--- src/rtl/lst_pkg.sv ---
`default_nettype none

package lst_pkg;

  // APB register map
  localparam int unsigned ADDR_W = 4;
  localparam int unsigned DATA_W = 32;

  localparam logic [1:0] REG_MAX_STRIDE = 2'd0;
  localparam logic [1:0] REG_ENABLE     = 2'd1;
  localparam logic [1:0] REG_WARMUP     = 2'd2;

  // Event codes on the result channel
  localparam logic [2:0] EV_ALLOC     = 3'd0;
  localparam logic [2:0] EV_SET       = 3'd1;
  localparam logic [2:0] EV_OVER_MAX  = 3'd2;
  localparam logic [2:0] EV_CHANGED   = 3'd3;
  localparam logic [2:0] EV_CONFIRMED = 3'd4;

  // Confidence levels
  localparam logic [1:0] CONF_NONE      = 2'd0;
  localparam logic [1:0] CONF_SEEN      = 2'd1;
  localparam logic [1:0] CONF_CONFIRMED = 2'd2;

  typedef struct packed {
    logic [63:0] load_pc;
    logic [63:0] load_addr;
    logic [31:0] cycle;
  } item_t;

  typedef struct packed {
    logic               hit;
    logic signed [31:0] stride_out;
    logic [1:0]         confidence_out;
    logic [2:0]         event_res;
  } result_t;

  typedef struct packed {
    logic [63:0] tag_pc;
    logic [63:0] prev_addr;
    logic [31:0] stride;
    logic [1:0]  conf;
    logic [31:0] alloc_stamp;
  } entry_t;

  typedef struct packed {
    logic signed [31:0] max_stride;
    logic               enable;
    logic [31:0]        warmup_cycle;
  } cfg_t;

endpackage

`default_nettype wire

--- src/rtl/lst_cfg.sv ---
`default_nettype none

module lst_cfg (
  input  wire logic                        clk,
  input  wire logic                        rst,
  input  wire logic                        psel,
  input  wire logic                        penable,
  input  wire logic                        pwrite,
  input  wire logic [lst_pkg::ADDR_W-1:0]  paddr,
  input  wire logic [lst_pkg::DATA_W-1:0]  pwdata,
  output logic      [lst_pkg::DATA_W-1:0]  prdata,
  output logic                             pready,
  output lst_pkg::cfg_t                    cfg
);

  logic       wr;
  logic [1:0] idx;

  assign pready = 1'b1;
  assign wr     = psel && penable && pwrite;
  assign idx    = paddr[3:2];

  always_ff @(posedge clk) begin
    if (rst) begin
      cfg.max_stride   <= -32'sd1;
      cfg.enable       <= 1'b1;
      cfg.warmup_cycle <= '0;
    end else if (wr) begin
      unique case (idx)
        lst_pkg::REG_MAX_STRIDE: cfg.max_stride   <= pwdata;
        lst_pkg::REG_ENABLE:     cfg.enable       <= pwdata[0];
        lst_pkg::REG_WARMUP:     cfg.warmup_cycle <= pwdata;
        default: ;
      endcase
    end
  end

  always_comb begin
    unique case (idx)
      lst_pkg::REG_MAX_STRIDE: prdata = cfg.max_stride;
      lst_pkg::REG_ENABLE:     prdata = {31'd0, cfg.enable};
      lst_pkg::REG_WARMUP:     prdata = cfg.warmup_cycle;
      default:                 prdata = '0;
    endcase
  end

endmodule

`default_nettype wire

--- config.mk ---
export PLATFORM = sky130hd
export DESIGN_NAME = lst_cfg
export DESIGN_NICKNAME = d
export VERILOG_FILES = /design/src/rtl/lst_pkg.sv /design/src/rtl/lst_cfg.sv
export SDC_FILE = /design/constraint.sdc
export NUM_CORES = 1
export LEC_CHECK = 0
export ABC_CLOCK_PERIOD_IN_PS = 2000
export BUFFER_PORTS_ARGS = -buffer_cell sky130_fd_sc_hd__buf_2
export CAP_MARGIN = 5
export CORE_UTILIZATION = 53
export CTS_BUF_LIST = sky130_fd_sc_hd__clkbuf_8
export DETAILED_ROUTE_END_ITERATION = 6
export PLACE_DENSITY = 0.95
export SYNTH_ARGS = -nofsm -noshare
export SYNTH_HDL_FRONTEND = slang
export SYNTH_SLANG_ARGS = --single-unit
export TNS_END_PERCENT = 1
--- constraint.sdc ---
create_clock -name clk -period 2 [get_ports clk]
set_input_delay 0.1 -clock clk [delete_from_list [all_inputs] [get_ports clk]]
set_output_delay 0.1 -clock clk [all_outputs]
set_load 0.02 [all_outputs]
==> summary.md <==
| Metric | Value |
|---|---|
| Run status | complete, no violations |
| Initial DRC count | 116 |
| Net count, final | 521 |
| Via count | 2804 |
| Unrepaired setup endpoints after global routing | false |
| H-tree depth | 3 |
| Number of synthesized flops with an enable pin | 0 |
| TritonCTS Buffers | 9 |
| Core Footprint | 5920 µm² |
| Worst slew margin | 50.1% |
| Largest net degree at the start of global routing | 130 |
| Crit path DAT | 1.29 ns |
| Share of cells above drive strength 1 | 32.2% |
| Cells on worst reg2reg path | 2 |
| Post-CTS Setup Repair Bufs | 0 |
| Min Tclk post-route | 1.39 ns |
| Gr usage total | 22.3% |
| Cell mode on critical path | buf_2 |
| Die X | 80.5 µm |
| Syn Area/Cell | 9.10 µm² |
| Sequential share of the synthesized area | 39.8% |
| Routed Antenna Nets | 0 |
| Critical path class | in2out |
| Post-Syn Area | 3270 µm² |
| CP endpoint kind | output port |
| Synth Net Count | 400 |
| Flop-to-flop setup slack | 1.32 ns |
| Synth async-reset ratio | 0% |
| Root Buffer Master | clkbuf_8 |
| Distinct cells, synth | 16 |
| Post-route cell area | 4100 µm² |
| Worst min-delay path class | in2reg |
| Io pins | 139 |
| Synth-to-Final Area Change | 25.6% |
| Sw frac | 26.3% |
| Place WS | 0.584 ns |
| Slew Limit Fails | 0 |
| I/O Buffers | 135 |
| Min-Delay Startpoint | pwdata[2] |
| Largest Register | cfg |
| Worst-margin pin slew | 0.748 ns |
| Die Height | 80.5 µm |
| Worst-path maximum fanout | 33 |
| Ranking of synthesized cells by area | dfxtp_1 (40%), mux2i_1 (30%), nand2b_1 (12%) |
| Die area | 6480 µm² |
| Fin crit share | 69.5% |
| FF-to-FF Start | cfg[63] |
| Overflow after GRT | 0 |
| Clock slew at reported path FFs | 0.07 ns |
| Flop pwr share | 49.6% |
| NetSw | 0.702 mW |
| Vias in the first global route | 2562 |
| CTS max path bufs | 2 |
| Post-CTS Hold Fix Bufs | 0 |
| P_leak | 1.82 nW |
| CP peak stage delay | 0.48 ns |
| TritonRoute pass-1 iters | 4 |
| Most frequent cells after synthesis | mux2i_1 (97), nor2_1 (96), dfxtp_1 (65) |
| Initial core utilization | 55.2% |
| Cells after synthesis | 359 |
| Yosys warnings | 0 |
| Cell breakdown of the critical path | buf_2, buf_4, mux2i_1, nor2_1, buf_2 |
| Worst VDD drop | 0.355 mV |
| Routed len/inst | 13.1 µm |
| # rows | 28 |
| Count leader, synth | mux2i_1 |
| GP Congestion | 0.772 |
| Final WS setup | 0.611 ns |
| Hold path cells | 3 |
| Registers with the most flip-flops | cfg x65 |
| # clock sinks | 65 |
| PostCTS Resize Cnt | 0 |
| Antenna cell count | 0 |
| Cell Pwr Density | 651 nW/µm² |
| Detailed placement HPWL | 5000 µm |
| Hold Vio Cnt, Final | 0 |
| Max reg flops | 65 |
| Clock power frac | 36.1% |
| PnR Total Power | 2.67 mW |
| Placed inst area | 3930 µm² |
| Hold EP | cfg[2] |
| Crit start category | input pin |
| Worst reg2reg endpoint | cfg[63] |
| Routed wire length | 7350 µm |
| Antenna violations before repair | 0 |
| Critical path required time | 1.90 ns |
| First-pass GRT wire length | 11200 µm |
| CTS tree | done |
| Internal power | 1.97 mW |
| Leading area contributor after synthesis | dfxtp_1 |
| Clk_lat worst skew | 0.32 ns |
| CP max stage cell | buf_4 |
| Fmax | 720 MHz |
| DR DRC count | 0 |
| MaxCap Viol Count | 0 |
| Final setup fails | 0 |
| Final TNS setup | 0 ns |
| Ys flop type | dfxtp_1 |
| Clk_skew | 0 ns |
| Drt via density | 5.01 |
| Combinational power share | 14.3% |
| #FFs+latches synth | 65 |
| Post-synth top area share | 39.8% |
## per-stage QoR
step	instances	hold WS, ns	utilization, %
2_1_floorplan	359	0.255	-
3_3_place_gp	544	0.371	66.4
3_5_place_dp	544	0.384	66.4
4_1_cts	560	0.0377	69.3
5_1_grt	560	0.0327	69.3
6_report	560	0.0525	69.3
## logic make-up (layout without fill, tap and decap cells)
| kind of cell | after synthesis | after routing | share of synthesized area [%] |
|---|---|---|---|
| compound gates | 1 | 1 | 0.153 |
| flops | 65 | 65 | 39.8 |
| buf+inv | 30 | 156 | 5.36 |
| other cells | 1 | 1 | 0.115 |
| simple gates | 165 | 165 | 24.8 |
| mux | 97 | 97 | 29.7 |
## cell type report
class / count / area (µm²)
Timing Repair Buffer: 140 / 738
Sequential cell: 65 / 1300
Multi-Input combinational cell: 264 / 1800
Clock buffer: 11 / 151
Clock inverter: 5 / 22.5
Tap cell: 75 / 93.8
Fill cell: 454 / 1820
## layout by cell type, fill, tap and decap left out, drive strengths merged
cell / count
nor3: 1
clkinv: 3
nand3: 1
nand2b: 64
nor3b: 2
inv: 2
mux2i: 97
clkbuf: 11
nand3b: 1
buf: 140
conb: 1
nor2: 96
dfxtp: 65
o21ai: 1
## power groups by stage
stage	registers, mW	logic [mW]	clock network [mW]
6_report	1.32	0.383	0.965
3_5_place_dp	1.35	0.383	0
3_3_place_gp	1.35	0.368	0
5_1_grt	1.33	0.415	1.06
2_1_floorplan	1.37	0.241	0
4_1_cts	1.32	0.384	0.997
## critical path, delay by kind of cell
kind	cells	cell delay (ns)
mux	1	0.29
buf+inv	3	0.81
simple gates	1	0.07
## per-layer routing
metal / wire length [µm] / global-route usage (%)
met5: 0 / 0
met4: 87 / 9.46
met3: 351 / 4.32
met2: 3740 / 40.3
met1: 3170 / 25.3
## worst max-delay path by stage
stage	start	endpoint	slack, ns
after floorplan	cfg[32]	prdata[0]	0.87
after global placement	paddr[2]	cfg[13]	0.68
after detailed placement	paddr[3]	prdata[27]	0.58
after CTS	paddr[3]	prdata[27]	0.58
after global routing	paddr[3]	prdata[27]	0.52
final	paddr[3]	prdata[27]	0.61
(Power assumes the default switching activity.)
