<file path="src/rtl/lst_pkg.sv">
`default_nettype none

package lst_pkg;

  // APB register map
  localparam int unsigned ADDR_W = 4;
  localparam int unsigned DATA_W = 32;

  localparam logic [1:0] REG_MAX_STRIDE = 2'd0;
  localparam logic [1:0] REG_ENABLE     = 2'd1;
  localparam logic [1:0] REG_WARMUP     = 2'd2;

  // Event codes on the result channel
  localparam logic [2:0] EV_ALLOC     = 3'd0;
  localparam logic [2:0] EV_SET       = 3'd1;
  localparam logic [2:0] EV_OVER_MAX  = 3'd2;
  localparam logic [2:0] EV_CHANGED   = 3'd3;
  localparam logic [2:0] EV_CONFIRMED = 3'd4;

  // Confidence levels
  localparam logic [1:0] CONF_NONE      = 2'd0;
  localparam logic [1:0] CONF_SEEN      = 2'd1;
  localparam logic [1:0] CONF_CONFIRMED = 2'd2;

  typedef struct packed {
    logic [63:0] load_pc;
    logic [63:0] load_addr;
    logic [31:0] cycle;
  } item_t;

  typedef struct packed {
    logic               hit;
    logic signed [31:0] stride_out;
    logic [1:0]         confidence_out;
    logic [2:0]         event_res;
  } result_t;

  typedef struct packed {
    logic [63:0] tag_pc;
    logic [63:0] prev_addr;
    logic [31:0] stride;
    logic [1:0]  conf;
    logic [31:0] alloc_stamp;
  } entry_t;

  typedef struct packed {
    logic signed [31:0] max_stride;
    logic               enable;
    logic [31:0]        warmup_cycle;
  } cfg_t;

endpackage

`default_nettype wire

</file>
<file path="src/rtl/lst_set_index.sv">
`default_nettype none

// pc mod NUM_SETS over six registered steps: fold the PC in 16-bit chunks
// against 2^(16k) mod N, then an exact reciprocal divide and subtract.
module lst_set_index #(
  parameter int NUM_SETS = 64,
  localparam int SW      = $clog2(NUM_SETS),
  localparam int SET_IW  = (SW > 0) ? SW : 1
) (
  input  wire logic                clk,
  input  wire logic                rst,
  input  wire logic                en,
  input  wire logic                in_valid,
  input  wire lst_pkg::item_t      in_item,
  output logic                     out_valid,
  output lst_pkg::item_t           out_item,
  output logic [SET_IW-1:0]        out_set
);

  localparam int PROD_W = 16 + SET_IW;
  localparam int V_W    = PROD_W + 2;
  localparam int SHIFT  = V_W + SW;
  localparam int MW     = SHIFT + 1;
  localparam int LO_W   = (MW + 1) / 2;
  localparam int HI_W   = MW - LO_W;
  localparam int NUM_W  = SW + 1;

  localparam int unsigned R0 = 1 % NUM_SETS;
  localparam int unsigned R1 = 65536 % NUM_SETS;
  localparam int unsigned R2 = (R1 * R1) % NUM_SETS;
  localparam int unsigned R3 = (R2 * R1) % NUM_SETS;

  localparam logic [63:0] RECIP64 =
    ((64'd1 << SHIFT) + 64'(NUM_SETS) - 64'd1) / 64'(NUM_SETS);
  localparam logic [MW-1:0]   RECIP    = RECIP64[MW-1:0];
  localparam logic [LO_W-1:0] RECIP_LO = RECIP[LO_W-1:0];
  localparam logic [HI_W-1:0] RECIP_HI = RECIP[MW-1:LO_W];

  logic                    s1_valid, s2_valid, s3_valid, s4_valid, s5_valid;
  lst_pkg::item_t          s1_item, s2_item, s3_item, s4_item, s5_item;
  logic [PROD_W-1:0]       s1_p0, s1_p1, s1_p2, s1_p3;
  logic [V_W-1:0]          s2_v, s3_v, s4_v, s5_v;
  logic [V_W+LO_W-1:0]     s3_pl;
  logic [V_W+HI_W-1:0]     s3_ph;
  logic [V_W-1:0]          s4_q;
  logic [V_W-1:0]          s5_qn;

  logic [V_W+MW-1:0]       full;
  logic [V_W+NUM_W-1:0]    qn_full;
  logic [V_W-1:0]          rem;

  assign full    = {s3_ph, {LO_W{1'b0}}} + (V_W + MW)'(s3_pl);
  assign qn_full = (V_W + NUM_W)'(s4_q) * (V_W + NUM_W)'(NUM_SETS);
  assign rem     = s5_v - s5_qn;

  always_ff @(posedge clk) begin
    if (rst) begin
      s1_valid  <= 1'b0;
      s2_valid  <= 1'b0;
      s3_valid  <= 1'b0;
      s4_valid  <= 1'b0;
      s5_valid  <= 1'b0;
      out_valid <= 1'b0;
    end else if (en) begin
      s1_valid  <= in_valid;
      s2_valid  <= s1_valid;
      s3_valid  <= s2_valid;
      s4_valid  <= s3_valid;
      s5_valid  <= s4_valid;
      out_valid <= s5_valid;
    end
  end

  always_ff @(posedge clk) begin
    if (en) begin
      // chunk products
      s1_item <= in_item;
      s1_p0   <= PROD_W'(in_item.load_pc[15:0])  * PROD_W'(R0);
      s1_p1   <= PROD_W'(in_item.load_pc[31:16]) * PROD_W'(R1);
      s1_p2   <= PROD_W'(in_item.load_pc[47:32]) * PROD_W'(R2);
      s1_p3   <= PROD_W'(in_item.load_pc[63:48]) * PROD_W'(R3);
      // folded value, congruent to pc mod N
      s2_item <= s1_item;
      s2_v    <= V_W'(s1_p0) + V_W'(s1_p1) + V_W'(s1_p2) + V_W'(s1_p3);
      // reciprocal partial products
      s3_item <= s2_item;
      s3_v    <= s2_v;
      s3_pl   <= (V_W + LO_W)'(s2_v) * (V_W + LO_W)'(RECIP_LO);
      s3_ph   <= (V_W + HI_W)'(s2_v) * (V_W + HI_W)'(RECIP_HI);
      // quotient
      s4_item <= s3_item;
      s4_v    <= s3_v;
      s4_q    <= full[SHIFT +: V_W];
      // q * N never exceeds v
      s5_item <= s4_item;
      s5_v    <= s4_v;
      s5_qn   <= qn_full[V_W-1:0];
      out_item <= s5_item;
      out_set  <= rem[SET_IW-1:0];
    end
  end

endmodule

`default_nettype wire

</file>
<file path="config.mk">
export PLATFORM = sky130hd
export DESIGN_NAME = lst_set_index
export DESIGN_NICKNAME = d
export VERILOG_FILES = /design/src/rtl/lst_pkg.sv /design/src/rtl/lst_set_index.sv
export SDC_FILE = /design/constraint.sdc
export NUM_CORES = 1
export LEC_CHECK = 0
export ABC_CLOCK_PERIOD_IN_PS = 1700
export BUFFER_PORTS_ARGS = -buffer_cell sky130_fd_sc_hd__clkbuf_2
export CAP_MARGIN = 20
export CORE_MARGIN = 2
export CORE_UTILIZATION = 40
export DETAILED_ROUTE_END_ITERATION = 16
export PLACE_DENSITY = 0.64
export SLEW_MARGIN = 0
export SYNTH_ARGS = -nofsm -noshare
export SYNTH_HDL_FRONTEND = slang
export SYNTH_SLANG_ARGS = --single-unit
</file>
<file path="constraint.sdc">
create_clock -name clk -period 1.7 [get_ports clk]
set_input_delay 0.085 -clock clk [delete_from_list [all_inputs] [get_ports clk]]
set_output_delay 0.085 -clock clk [all_outputs]
set_load 0.05 [all_outputs]
</file>
==> results.yml <==
status:
  status: "complete, no violations"
detailed_routing:
  wl_um: 42500
  drtIter0Drc: 765
  vias: 11300
  antenna_left: 0
  vias_per_cell: 4.26
  drcViolationCount: 0
  first_pass_iters: 5
  wl_per_cell_um: 16.1
floorplan:
  die_w_um: 274
  core_um2: 71700
  die_y_um: 274
  start_util_pct: 40.5
  rows: 98
  dieArea_um2: 74900
  num_io_pins: 331
clocking:
  clkLatencyLatePin_ps: 630
  cts_buffers: 96
  htreeDepth: 3
  cts-root-buf: "clkbuf_16"
  cts_resized: 0
  cts_max_path_buffers: 3
  cts.clk_slew.worst_paths_ps: 60
  clock-sinks: 966
  post_cts_buffers: 0
  cts_tree: "done"
timing:
  rsz0062_at_grt: "no"
  finalMaxSlewViolations: 0
  fin_crit_sh_pct: 82.7
  timing.slew.headroom_pct: 64.4
  worstMarginPinSlew_ps: 535
  setup_ws_ps: 294
  finalSetupViolCount: 0
  finalSetupTns_ps: 0
  fmax_mhz: 711
  hold_violations: 0
  fin_crit_ps: 1410
  skew_ps: 15.9
critical_path:
  path_cells: "clkbuf_2"
  slowest_delay_ps: 440
  worst_r2r_path_depth: 0
  cp_top_family: "flip-flops"
  cp_slowest_cell: "edfxtp_1"
  reg2reg_slack_ps: 960
  timing.rr.end: "s2_item[154]"
  critical_path_required_ps: 1620
  critPathKind: "reg2out"
  cp_max_fo: 1
  crit_buf_inv: 1
  crit_path_start_kind: "flip-flop"
  reg2reg_from: "s1_item[154]"
  critPathCaptureType: "primary output"
  worstPathArrival_ps: 1320
pwr:
  power.density_nw_per_um2: 1380
  ir_drop_uv: 1020
  p_leak_nw: 13.4
synthesis:
  yosys_warnings: 0
  syn_inst: 985
  yosys.area.top_type: "edfxtp_1"
  ys.flop_type: "edfxtp_1"
  synthArstFlopShare_pct: 0
  avgSynthCellArea_um2: 29.5
  netlist_area_um2: 29100
  synth_edf_count: 960
  synth-seq-cells: 966
  yosysTopAreaCellShare_pct: 99.1
  synth_seq_area_share_pct: 99.5
  yosysMostFrequentCell: "edfxtp_1"
  synthTopCellsByCount: "960 x edfxtp_1, 6 x buf_4, 6 x dfxtp_1, 6 x mux2i_1, 6 x nor2_1"
  synthesis.nets: 1149
  synth_cell_types: 6
  ys_top_cells_by_area: "edfxtp_1 99%, dfxtp_1 0.41%, mux2i_1 0.21%"
hold_path:
  min_from: "in_item[41]"
  holdPathEnd: "s1_item[41]"
  hold_path_class: "in2reg"
  whs_path_depth: 2
global_routing:
  grt_pass1_vias: 11800
  grt_pass1_wl_um: 63500
  grt.total_usage_pct: 11.1
  grt-ovfl-total: 0
  antenna_found_initial: 1
  grt_max_degree: 78
place:
  place.gp.congestion: 0.708
  port_buffers: 330
  place_ws_ps: 399
  place_hpwl_um: 24900
  dpl.cell_count: 2307
finish:
  diodes: 0
  layout.cells.non_filler: 2646
  layout-drive-gt1-share_pct: 30.2
  nets: 1782
  area_growth_pct: 28.0
job:
  drv_cap: 0
cell families after synthesis:
kind of cell	synth area share [%]
buffers and inverters	0.194
flip-flops	99.5
AND/OR/NAND/NOR	0.0774
multiplexers	0.206
state kept, by name, summed over array words and instances, names as in the netlist, 2 cells and up:
signal	cells
s3_item	160
s4_item	160
s2_item	160
out_set	2
out_item	158
s5_item	160
s1_item	160
how the worst max path moves through the flow:
stage                        from             to  cells after the start  slack, ps
CTS                 out_item[134]  out_item[134]                      1        230
global route        out_item[134]  out_item[134]                      1        240
finish              out_item[134]  out_item[134]                      1        290
floorplan            out_item[96]     out_set[0]                      1        710
detailed placement             en   s1_item[134]                      3        400
global placement               en    s1_item[44]                      3        440
report_power, final:
part           switching [W]  internal [W]
Sequential          0.000415        0.0279
Clock                0.00846        0.0124
Combinational        0.00144      0.000636
layer usage:
metal	global-route usage [%]	share of wire, %	up-vias
met1	13.3	40	5564
met5	0	0	-
met2	18.5	50	307
met4	4.92	3.0	0
met3	3.56	6.9	95
li1	-	-	5302
through the flow:
step           util, %  power, W  cell area, µm²  hold WS (ps)
2_1_floorplan        -    0.0295           29100           157
3_3_place_gp      45.2    0.0305           32400           261
3_5_place_dp      45.2    0.0307           32400           264
4_1_cts           51.9    0.0520           37200           109
5_1_grt           51.9    0.0532           37200           136
6_report          51.9    0.0512           37200           163
area by class of cell:
type	count	area, µm²
Fill cell	5457	34500
Sequential cell	966	28900
Timing Repair Buffer	542	3860
Clock buffer	117	2500
Tap cell	950	1190
Clock inverter	59	662
Multi-Input combinational cell	12	82.6
repair_timing:
action                     in CTS  in global routing
hold endpoints to repair      216                  0
hold buffers                  163                  0
setup endpoints to repair       0                  0
layout by cell type (no fill, tap or decap):
cell type      instances
buf_12                16
buf_4                 33
buf_8                  1
bufinv_16             12
clkbuf_1              20
clkbuf_16             97
clkbuf_2             329
clkinv_1              23
clkinv_16              2
clkinv_2              13
clkinv_4               3
clkinvlp_4             2
dfxtp_1                6
dlygate4sd3_1        163
edfxtp_1             960
inv_16                 1
inv_6                  2
inv_8                  1
mux2i_1                6
nor2_1                 6
Note: power is estimated with default switching activity, not from simulation.
