==> config.mk <==
export PLATFORM = sky130hd
export DESIGN_NAME = lst_update
export DESIGN_NICKNAME = d
export VERILOG_FILES = /design/src/rtl/lst_pkg.sv /design/src/rtl/lst_update.sv
export SDC_FILE = /design/constraint.sdc
export NUM_CORES = 1
export LEC_CHECK = 0
export ABC_CLOCK_PERIOD_IN_PS = 17650
export BUFFER_PORTS_ARGS = -buffer_cell sky130_fd_sc_hd__buf_2
export CAP_MARGIN = 20
export CORE_AREA = 2 2 477 479
export DETAILED_ROUTE_END_ITERATION = 12
export DIE_AREA = 0 0 479 481
export PLACE_DENSITY = 0.3
export SYNTH_ARGS = -nofsm -noshare
export SYNTH_HDL_FRONTEND = slang
export SYNTH_SLANG_ARGS = --single-unit
==> constraint.sdc <==
create_clock -name vclk -period 17.65
set_clock_uncertainty 0.15 [all_clocks]
set_input_delay 3.53 -clock vclk [all_inputs]
set_output_delay 3.53 -clock vclk [all_outputs]
set_load 0.1 [all_outputs]
==> src/rtl/lst_pkg.sv <==
`default_nettype none

package lst_pkg;

  // APB register map
  localparam int unsigned ADDR_W = 4;
  localparam int unsigned DATA_W = 32;

  localparam logic [1:0] REG_MAX_STRIDE = 2'd0;
  localparam logic [1:0] REG_ENABLE     = 2'd1;
  localparam logic [1:0] REG_WARMUP     = 2'd2;

  // Event codes on the result channel
  localparam logic [2:0] EV_ALLOC     = 3'd0;
  localparam logic [2:0] EV_SET       = 3'd1;
  localparam logic [2:0] EV_OVER_MAX  = 3'd2;
  localparam logic [2:0] EV_CHANGED   = 3'd3;
  localparam logic [2:0] EV_CONFIRMED = 3'd4;

  // Confidence levels
  localparam logic [1:0] CONF_NONE      = 2'd0;
  localparam logic [1:0] CONF_SEEN      = 2'd1;
  localparam logic [1:0] CONF_CONFIRMED = 2'd2;

  typedef struct packed {
    logic [63:0] load_pc;
    logic [63:0] load_addr;
    logic [31:0] cycle;
  } item_t;

  typedef struct packed {
    logic               hit;
    logic signed [31:0] stride_out;
    logic [1:0]         confidence_out;
    logic [2:0]         event_res;
  } result_t;

  typedef struct packed {
    logic [63:0] tag_pc;
    logic [63:0] prev_addr;
    logic [31:0] stride;
    logic [1:0]  conf;
    logic [31:0] alloc_stamp;
  } entry_t;

  typedef struct packed {
    logic signed [31:0] max_stride;
    logic               enable;
    logic [31:0]        warmup_cycle;
  } cfg_t;

endpackage

`default_nettype wire

==> src/rtl/lst_update.sv <==
`default_nettype none

// Lookup and update of one set: tag match, oldest-way victim, stride and
// confidence update, result fields.
module lst_update #(
  parameter int NUM_WAYS = 4,
  localparam int WL      = $clog2(NUM_WAYS),
  localparam int WAY_IW  = (WL > 0) ? WL : 1
) (
  input  wire lst_pkg::item_t   item,
  input  wire lst_pkg::entry_t  entries [NUM_WAYS],
  input  wire lst_pkg::cfg_t    cfg,
  output lst_pkg::result_t      result,
  output logic [WAY_IW-1:0]     wr_way,
  output lst_pkg::entry_t       wr_data
);

  localparam int P = 1 << WL;

  logic                hit;
  logic [WAY_IW-1:0]   hit_way;
  logic [WAY_IW-1:0]   victim;
  lst_pkg::entry_t     e;
  logic [31:0]         ns;
  logic [31:0]         mag;
  logic                over;
  logic [31:0]         stride_next;
  logic [1:0]          conf;
  logic [2:0]          ev;

  logic [31:0]         nd_stamp [P];
  logic [WAY_IW-1:0]   nd_idx   [P];
  logic                nd_ok    [P];

  // first matching way
  always_comb begin
    hit     = 1'b0;
    hit_way = '0;
    for (int w = NUM_WAYS - 1; w >= 0; w--) begin
      if (entries[w].tag_pc == item.load_pc) begin
        hit     = 1'b1;
        hit_way = WAY_IW'(w);
      end
    end
  end

  // first way with the smallest stamp; ties keep the lower way
  always_comb begin
    for (int i = 0; i < P; i++) begin
      nd_ok[i]    = 1'b0;
      nd_stamp[i] = '0;
      nd_idx[i]   = WAY_IW'(i);
      if (i < NUM_WAYS) begin
        nd_ok[i]    = 1'b1;
        nd_stamp[i] = entries[i].alloc_stamp;
      end
    end
    for (int l = 0; l < WL; l++) begin
      for (int i = 0; i < (P >> (l + 1)); i++) begin
        if (nd_ok[2*i+1] && (nd_stamp[2*i+1] < nd_stamp[2*i])) begin
          nd_stamp[i] = nd_stamp[2*i+1];
          nd_idx[i]   = nd_idx[2*i+1];
        end else begin
          nd_stamp[i] = nd_stamp[2*i];
          nd_idx[i]   = nd_idx[2*i];
        end
        nd_ok[i] = nd_ok[2*i];
      end
    end
    victim = nd_idx[0];
  end

  assign e    = entries[hit_way];
  assign ns   = item.load_addr[31:0] - e.prev_addr[31:0];
  assign mag  = ns[31] ? (32'd0 - ns) : ns;
  assign over = !cfg.max_stride[31] && (mag > $unsigned(cfg.max_stride));

  always_comb begin
    stride_next = e.stride;
    if (e.conf == lst_pkg::CONF_NONE) begin
      stride_next = ns;
      conf = over ? lst_pkg::CONF_NONE : lst_pkg::CONF_SEEN;
      ev   = over ? lst_pkg::EV_OVER_MAX : lst_pkg::EV_SET;
    end else if (ns != e.stride) begin
      stride_next = ns;
      conf = over ? lst_pkg::CONF_NONE : lst_pkg::CONF_SEEN;
      ev   = over ? lst_pkg::EV_OVER_MAX : lst_pkg::EV_CHANGED;
    end else begin
      conf = lst_pkg::CONF_CONFIRMED;
      ev   = lst_pkg::EV_CONFIRMED;
    end
    if (!cfg.enable || (item.cycle < cfg.warmup_cycle)) begin
      conf = lst_pkg::CONF_NONE;
    end
  end

  always_comb begin
    if (hit) begin
      wr_way                 = hit_way;
      wr_data                = e;
      wr_data.prev_addr      = item.load_addr;
      wr_data.stride         = stride_next;
      wr_data.conf           = conf;
      result.hit             = 1'b1;
      result.stride_out      = stride_next;
      result.confidence_out  = conf;
      result.event_res       = ev;
    end else begin
      wr_way                 = victim;
      wr_data.tag_pc         = item.load_pc;
      wr_data.prev_addr      = item.load_addr;
      wr_data.stride         = '0;
      wr_data.conf           = lst_pkg::CONF_NONE;
      wr_data.alloc_stamp    = item.cycle;
      result.hit             = 1'b0;
      result.stride_out      = '0;
      result.confidence_out  = lst_pkg::CONF_NONE;
      result.event_res       = lst_pkg::EV_ALLOC;
    end
  end

endmodule

`default_nettype wire

==> results of run 1 <==
[final cells by class]
type	count	area, um^2	share of cell area
diodes	32	80.08	0.003322
inverters	141	529.3	0.02196
multi-input cells	1652	12770	0.5300
well taps	3009	3765	0.1562
repair buffers	1251	6954	0.2885
[metrics by stage]
stage	utilization	instances	worst slack [ns]	power (mW)
after floorplan	-	2087	0.3969	0.5381
after global placement	0.1063	6051	0.3334	0.9569
after detailed placement	0.1064	6052	0.4966	0.9533
after CTS	0.1064	6052	0.4098	0.9592
after global routing	0.1065	6060	0.04682	1.017
final	0.1068	6085	0.8799	0.9381
[cells in the final DEF (no fill, tap or decap), types with 70 or more instances in the layout]
master   count
mux2i_1    117
mux2_2      70
buf_2     1039
nor2_1      96
xor2_1      97
ha_1       188
o21ai_0     81
nand4_1     89
inv_1      140
buf_4      199
nand2_1    127
a21oi_1    189
xnor2_1    253
[routing by layer]
| metal | routed length [um] | part of all wire |
|---|---|---|
| met1 | 72760 | 0.45 |
| met2 | 72700 | 0.45 |
| met3 | 13950 | 0.086 |
| met4 | 3085 | 0.019 |
| met5 | 504 | 0.0031 |
[power groups by stage]
stage,Combinational (mW),Sequential [mW],Clock (mW)
3_5_place_dp,0.953,0,0
6_report,0.938,0,0.000000203
4_1_cts,0.959,0,0
2_1_floorplan,0.538,0,0
5_1_grt,1.02,0,0.0000000535
3_3_place_gp,0.957,0,0
[path summary, 6_finish.rpt]
| kind | start | endpoint | slack (ns) | cells past startpoint |
|---|---|---|---|---|
| hold / removal | item[73] | wr_data[107] | 6.91 | 0 |
| setup / recovery | item[152] | result[1] | 0.88 | 36 |
[what timing repair did]
action,in CTS,in global routing
setup endpoints to repair,0,4
resized for setup,0,2
hold endpoints to repair,0,0
[logic make-up after synthesis]
logic type                 Yosys count  share of synthesized area
xor gates and xnor gates           355                     0.2120
adders and majority gates          189                     0.1610
and+or+nand+nor                    470                     0.1630
AOI/OAI and AO/OA                  451                     0.1890
buffers and inverters              435                     0.1420
muxes                              187                     0.1330
==> summary.log, run 1 <==
qor: routing.drt_pass1_iterations 7
qor: timing.worst-slew-pin-transition 1.230 ns
qor: critical_path.setup.worst_path.end_class output pin
qor: layout.drive_gt1_frac 0.4448
qor: power_and_ir_drop.cellPowerDensity 38.92 mW/mm^2
qor: timing.whs 6.910 ns
qor: timing.timing.final.hold_violations 0
qor: logic_synthesis.synthTopCellsByArea ha_1, xnor2_1, mux2i_1
qor: layout.nClkBuffers 0
qor: critical_path.cp.arrival 13.09 ns
qor: power_and_ir_drop.net-switching-power 0.5838 mW
qor: critical_path.required 13.97 ns
qor: routing.postRouteWirelength 163.0 mm
qor: logic_synthesis.yosysWarningCount 0
qor: power_and_ir_drop.swShare 0.6223
qor: floorplan.io_pins 1235
qor: floorplan.fp.dieW 479 um
qor: logic_synthesis.yosysTopAreaCellShare 0.1596
qor: power_and_ir_drop.p_clk_frac 0
qor: place.port_buffers 1043
qor: critical_path.critPathMostFrequentCell buf_4
qor: power_and_ir_drop.worst_ir_drop_vdd 0.00002020 V
qor: layout.fillCellCount 26609
qor: run.max-cap-violations 0
qor: power_and_ir_drop.p_leak 10.75 nW
qor: power_and_ir_drop.internal_power 0.3543 mW
qor: critical_path.critPathLaunchType primary input
qor: global_routing.grt_start_max_net_pins 66
qor: global_routing.grt_usage 0.1340
qor: layout.finalNetCount 4236
qor: timing.grt_setup_unrepaired false
qor: global_routing.global_route.peak_usage_layer met2
qor: global_routing.grt_first_pass_wirelength 203.1 mm
qor: layout.seq_cell_count 0
qor: global_routing.groute.layer.met1.usage 0.1790
qor: logic_synthesis.synth_commonest_cells xnor2_1, a21oi_1, ha_1, inv_1, clkbuf_1
qor: floorplan.number_of_core_rows 175
qor: timing.report.final.setup_viol 0
qor: global_routing.antenna_found_initial 124
qor: critical_path.crit_type in2out
qor: floorplan.core_area 0.2257 mm^2
qor: global_routing.grt.met2_usage 0.2191
qor: routing.detailroute.via_count 19637
qor: cts.cts_hold_buf 0
qor: critical_path.critical_path.slowest_cell o21ai_0
qor: power_and_ir_drop.power.sequential.fraction 0
qor: place.gp_routability_congestion 0.9040
qor: global_routing.grt.met3_usage 0.03660
qor: place.placed_area 0.02401 mm^2
qor: timing.maxClockFrequency 0.05963 GHz
qor: critical_path.path_delay_family compound AO/OA/AOI/OAI gates
qor: logic_synthesis.avgSynthCellArea 7.061 um^2
qor: logic_synthesis.sequential_to_total_area_share_from_yosys_stat 0
qor: floorplan.die_h 481 um
qor: layout.sequential_cell_area 0 um^2
qor: routing.drc 0
qor: logic_synthesis.syn_area 0.01474 mm^2
qor: run_status.outcome complete, no violations
qor: logic_synthesis.yosys.cell_count.top_type xnor2_1
qor: logic_synthesis.synthesis.instances 2087
qor: logic_synthesis.synthesis.nets 3277
qor: global_routing.gr-total-overflow 0
qor: timing.timing.max_slew.rel_slack 0.1772
qor: place.post-dp-hpwl 151.3 mm
qor: logic_synthesis.post_synth_num_cell_types 69
qor: floorplan.floorplan.die_area 0.2304 mm^2
qor: timing.final_max_slew_violation_count 0
qor: cts.post_cts_buffers 0
qor: layout.area.growth.synth_to_final 63.57%
qor: critical_path.buf_inv_on_cp 9
qor: global_routing.first_global_vias 19538
qor: critical_path.cp_max_fo 5
qor: routing.drt.antenna.violating_nets 0
qor: logic_synthesis.synthDominantAreaCellType ha_1
qor: routing.vias_per_cell 3.227
qor: routing.violation_count_after_the_first_detailed_routing_iteration 1087
qor: layout.postLayoutCellArea 0.02410 mm^2
qor: timing.period_share 0.9501
qor: routing.wl_per_cell 26.79 um
qor: worst_hold_path.worst_hold_path_type in2out
qor: timing.timing.setup.tns 0 ns
qor: power_and_ir_drop.share_comb_of_total_power 1.000
qor: critical_path.crit_path_max_incr_delay 0.55 ns
qor: timing.min_period 16.77 ns
qor: floorplan.floorplan.initialDensity 0.06527
(Power assumes the default switching activity.)
==> run 2: changes to the inputs <==
--- a/config.mk
+++ b/config.mk
@@ -7,2 +7,3 @@
 export LEC_CHECK = 0
+export ABC_AREA = 1
 export ABC_CLOCK_PERIOD_IN_PS = 17650
@@ -10,5 +11,5 @@
 export CAP_MARGIN = 20
-export CORE_AREA = 2 2 477 479
+export CORE_AREA = 2 2 485 487
 export DETAILED_ROUTE_END_ITERATION = 12
-export DIE_AREA = 0 0 479 481
+export DIE_AREA = 0 0 487 489
 export PLACE_DENSITY = 0.3
==> constraint.sdc (replaced) <==
create_clock -name vclk -period 17.65
set_clock_uncertainty 0.15 [all_clocks]
set_input_delay 1.765 -clock vclk [all_inputs]
set_output_delay 1.765 -clock vclk [all_outputs]
set_load 0.1 [all_outputs]
==> run 2 against run 1 <==
Against the previous run:
- sequential cell count is the same
- critical path depth grew 8
- core utilization shrank 0.15 points
- synthesized cell count grew 51%
- hold slack lost 3.5 ns
- critical path type unchanged
==> summary.log, run 2 <==
qor: layout.mostFrequentLayoutCell buf_2
qor: logic_synthesis.post_synth_num_cell_types 55
qor: timing.timing.setup.tns 0 ns
qor: logic_synthesis.yosys.cell_count.top_type nand2_1
qor: place.port_buffers 1043
qor: cts.post_cts_buffers 0
qor: global_routing.antenna_found_initial 90
qor: floorplan.core_area 0.2336 mm^2
qor: routing.drt.antenna.violating_nets 0
qor: logic_synthesis.sequential_to_total_area_share_from_yosys_stat 0
qor: global_routing.first_global_vias 23397
qor: routing.vias_per_cell 3.341
qor: global_routing.grt_start_max_net_pins 81
qor: critical_path.cp.arrival 12.04 ns
qor: timing.period_share 0.7909
qor: critical_path.crit_path_max_incr_delay 0.61 ns
qor: place.gp_routability_congestion 0.9884
qor: critical_path.critPathMostFrequentCell nand2_1
qor: cts.cts_hold_buf 0
qor: floorplan.number_of_core_rows 178
qor: timing.grt_setup_unrepaired false
qor: logic_synthesis.avgSynthCellArea 5.364 um^2
qor: routing.wl_per_cell 23.96 um
qor: logic_synthesis.yosysWarningCount 0
qor: place.post-dp-hpwl 154.2 mm
qor: layout.sequential_cell_area 0 um^2
qor: global_routing.gr-total-overflow 0
qor: logic_synthesis.synthDominantAreaCellType nand2_1
qor: logic_synthesis.synthTopCellsByArea nand2_1, ha_1, inv_1
qor: logic_synthesis.syn_area 0.01691 mm^2
qor: run_status.outcome complete, no violations
qor: layout.final_core_density 0.1053
qor: routing.detailroute.via_count 23401
qor: global_routing.grt_usage 0.1344
qor: floorplan.die_h 489 um
qor: timing.worst-slew-pin-transition 1.018 ns
qor: logic_synthesis.synthesis.instances 3152
qor: logic_synthesis.synthesis.nets 4342
qor: floorplan.io_pins 1235
qor: layout.fillCellCount 27854
qor: critical_path.required 15.73 ns
qor: floorplan.floorplan.initialDensity 0.07237
qor: timing.min_period 13.96 ns
qor: cts.ctsResizeCount 0
qor: layout.most-common-layout-cells buf_2, nand2_1, inv_1
qor: layout.seq_cell_count 0
qor: critical_path.buf_inv_on_cp 7
qor: logic_synthesis.synth_commonest_cells nand2_1, inv_1, nor2_1, a21oi_1, nand3_1
qor: timing.maxClockFrequency 0.07164 GHz
qor: layout.drive_gt1_frac 0.2891
qor: routing.postRouteWirelength 167.8 mm
qor: floorplan.fp.dieW 487 um
qor: layout.finalNetCount 5111
qor: timing.timing.max_slew.rel_slack 0.3199
qor: critical_path.cp_max_fo 63
qor: floorplan.floorplan.die_area 0.2381 mm^2
qor: timing.final_max_slew_violation_count 0
qor: timing.timing.final.hold_violations 0
qor: critical_path.crit_type in2out
qor: logic_synthesis.yosysTopAreaCellShare 0.1792
qor: timing.report.final.setup_viol 0
qor: global_routing.grt_first_pass_wirelength 215.7 mm
qor: critical_path.critical_path.slowest_cell o22ai_1
qor: routing.drt_pass1_iterations 5
qor: routing.violation_count_after_the_first_detailed_routing_iteration 1104
qor: run.max-cap-violations 0
qor: worst_hold_path.worst_hold_path_type in2out
qor: layout.nClkBuffers 0
qor: critical_path.path_delay_family simple AND/OR/NAND/NOR gates
qor: critical_path.setup.worst_path.end_class output pin
qor: layout.area.growth.synth_to_final 45.46%
qor: routing.drc 0
qor: critical_path.critPathLaunchType primary input
-- run 2: layer usage --
layer  track usage  part of all wire  up-vias
met2        0.2468              0.50      912
li1              -                 -    11561
met4       0.03056             0.029       48
met3       0.03247             0.069      207
met5      0.005636            0.0029        -
met1        0.1549              0.40    10673
-- run 2: final cells by class --
class              count  area [um^2]  share of cell area
multi-input cells   2413        13600              0.5531
repair buffers      1078         5487              0.2231
well taps           3060         3829              0.1557
inverters            428         1612             0.06553
diodes                26        65.06            0.002646
-- run 2: per-stage QoR --
stage	setup WS [ns]	hold slack, ns	area [um^2]	cells
2_1_floorplan	5.783	3.592	16910	3152
3_3_place_gp	3.537	3.381	24510	6977
3_5_place_dp	3.501	3.381	24530	6979
4_1_cts	3.484	3.381	24530	6979
5_1_grt	2.665	3.380	24560	6992
6_report	3.691	3.380	24590	7005
-- run 2: worst paths after layout --
check                     start            to  depth (start not counted)
worst min-delay path   item[72]  wr_data[106]                          0
worst max-delay path  item[155]     result[1]                         44
-- run 2: logic make-up after synthesis --
family	after synthesis	share of synthesized area
AO/OA/AOI/OAI	528	0.1772
XOR/XNOR	240	0.1243
adder cells (fa/ha/maj)	189	0.1403
buffers and inverters	739	0.1982
AND/OR/NAND/NOR	1456	0.3599
==> run 3: changes to the inputs <==
ABC_CLOCK_PERIOD_IN_PS = 13970   (was 17650)
clock period = 13.97 ns   (was 17.65 ns; I/O delays follow)
==> run 3 against run 2 <==
Against the previous run:
- largest cell class unchanged
- setup slack lost 2.0 ns
- final cell count is essentially flat
- clock-buffer cell count is the same
- critical path type unchanged
- via count grew 0.80%
- routed wire length is essentially flat
==> summary.log, run 3 (synthesized netlist as in run 2, its figures left out) <==
qor: global_routing.grt_usage 0.1340
qor: floorplan.floorplan.initialDensity 0.07237
qor: critical_path.critical_path.slowest_cell a2111oi_0
qor: global_routing.antenna_found_initial 87
qor: timing.final_max_slew_violation_count 0
qor: place.gp_routability_congestion 0.9757
qor: global_routing.grt_start_max_net_pins 74
qor: cts.post_cts_buffers 0
qor: power_and_ir_drop.worst_ir_drop_vdd 0.00002030 V
qor: floorplan.core_area 0.2336 mm^2
qor: place.port_buffers 1043
qor: critical_path.critPathLaunchType primary input
qor: routing.drt_pass1_iterations 7
qor: timing.min_period 12.29 ns
qor: routing.drt.antenna.violating_nets 0
qor: worst_hold_path.min_to wr_data[106]
qor: timing.maxClockFrequency 0.08134 GHz
qor: timing.timing.setup.tns 0 ns
qor: floorplan.number_of_core_rows 178
qor: layout.most-common-layout-cells buf_2, nand2_1, inv_1
qor: timing.period_share 0.8801
qor: global_routing.first_global_vias 23300
qor: cts.cts_hold_buf 0
qor: critical_path.setup.worst_path.end_class output pin
qor: layout.mostFrequentLayoutCell buf_2
qor: global_routing.gr-total-overflow 0
qor: power_and_ir_drop.cellPowerDensity 44.22 mW/mm^2
qor: layout.nClkBuffers 0
qor: layout.fillCellCount 27852
qor: cts.ctsResizeCount 0
qor: critical_path.crit_type in2out
qor: layout.sequential_cell_area 0 um^2
qor: routing.drc 0
qor: power_and_ir_drop.p_leak 12.63 nW
qor: floorplan.die_h 489 um
qor: critical_path.critPathMostFrequentCell nand2_1
qor: global_routing.grt_first_pass_wirelength 214.9 mm
qor: worst_hold_path.worst_hold_path_type in2out
qor: routing.wl_per_cell 23.95 um
qor: layout.multiInputGateArea 0.01360 mm^2
qor: floorplan.fp.dieW 487 um
qor: routing.detailroute.via_count 23588
qor: layout.seq_cell_count 0
qor: critical_path.crit_path_max_incr_delay 0.80 ns
qor: timing.timing.max_slew.rel_slack 0.3054
qor: power_and_ir_drop.fin_total_pwr 1.090 mW
qor: worst_hold_path.holdCritStartpoint item[72]
qor: layout.drive_gt1_frac 0.2887
qor: timing.report.final.setup_viol 0
qor: critical_path.cp.arrival 10.75 ns
qor: floorplan.floorplan.die_area 0.2381 mm^2
qor: timing.timing.final.hold_violations 0
qor: worst_hold_path.whs_path_depth 0
qor: routing.vias_per_cell 3.365
qor: floorplan.io_pins 1235
qor: run.max-cap-violations 0
qor: layout.finalNetCount 5109
qor: run_status.outcome complete, no violations
qor: timing.worst-slew-pin-transition 1.016 ns
qor: layout.area.growth.synth_to_final 45.75%
qor: routing.postRouteWirelength 167.9 mm
qor: critical_path.cp_max_fo 38
qor: critical_path.required 12.42 ns
qor: place.post-dp-hpwl 154.1 mm
qor: timing.grt_setup_unrepaired false
qor: routing.violation_count_after_the_first_detailed_routing_iteration 1225
## run 3: cell types whose count changed in the layout (fill, tap and decap cells not counted)
cell,before,now
buf_12,0,4
buf_2,1043,1042
buf_4,34,30
buf_6,1,0
diode_2,26,32
## run 3: power by group
part | total (mW) | internal (mW) | switching [mW]
clock network | 0.0000000200 | 0.0000000198 | 0
registers | 0 | 0 | 0
logic | 1.09 | 0.339 | 0.751
## run 3: metal layers
| layer | GRT usage | wire [um] | up-vias |
|---|---|---|---|
| met2 | 0.2416 | 82480 | 908 |
| met3 | 0.03233 | 11180 | 207 |
| li1 | - | - | 11559 |
| met4 | 0.04172 | 6079 | 52 |
| met5 | 0.005636 | 517 | - |
| met1 | 0.1542 | 67640 | 10862 |
## run 3: area by class of cell
cell class,instances,area share
Timing Repair Buffer,1076,0.2240
Multi-Input combinational cell,2413,0.5520
Antenna cell,32,0.003250
Inverter,428,0.06540
Tap cell,3060,0.1554
## run 3: worst max-delay path by stage
stage	start	to	slack [ns]	depth (start not counted)
floorplan	item[143]	result[1]	2.84	45
global placement	item[101]	result[3]	1.34	43
detailed placement	item[100]	result[3]	1.37	43
CTS	item[100]	result[3]	1.33	43
global route	item[132]	result[3]	0.93	43
finish	item[155]	result[3]	1.68	47
## run 3: critical path, delay by kind of cell
kind                     cells  cell delay [ns]
AND/OR/NAND/NOR             23             3.30
AO/OA/AOI/OAI               10             2.98
buffers and inverters       11             2.07
adder cells (fa/ha/maj)      2             0.69
XOR/XNOR                     1             0.16
## run 3: through the flow
step	hold slack (ns)	std cells	cell area [um^2]	utilization	worst slack, ns
6_report	2.644	7009	24640	0.1055	1.675
5_1_grt	2.644	6992	24600	0.1053	0.9335
3_5_place_dp	2.645	6977	24560	0.1051	1.372
2_1_floorplan	2.856	3152	16910	-	2.839
4_1_cts	2.645	6977	24560	0.1051	1.329
3_3_place_gp	2.645	6977	24560	0.1051	1.343
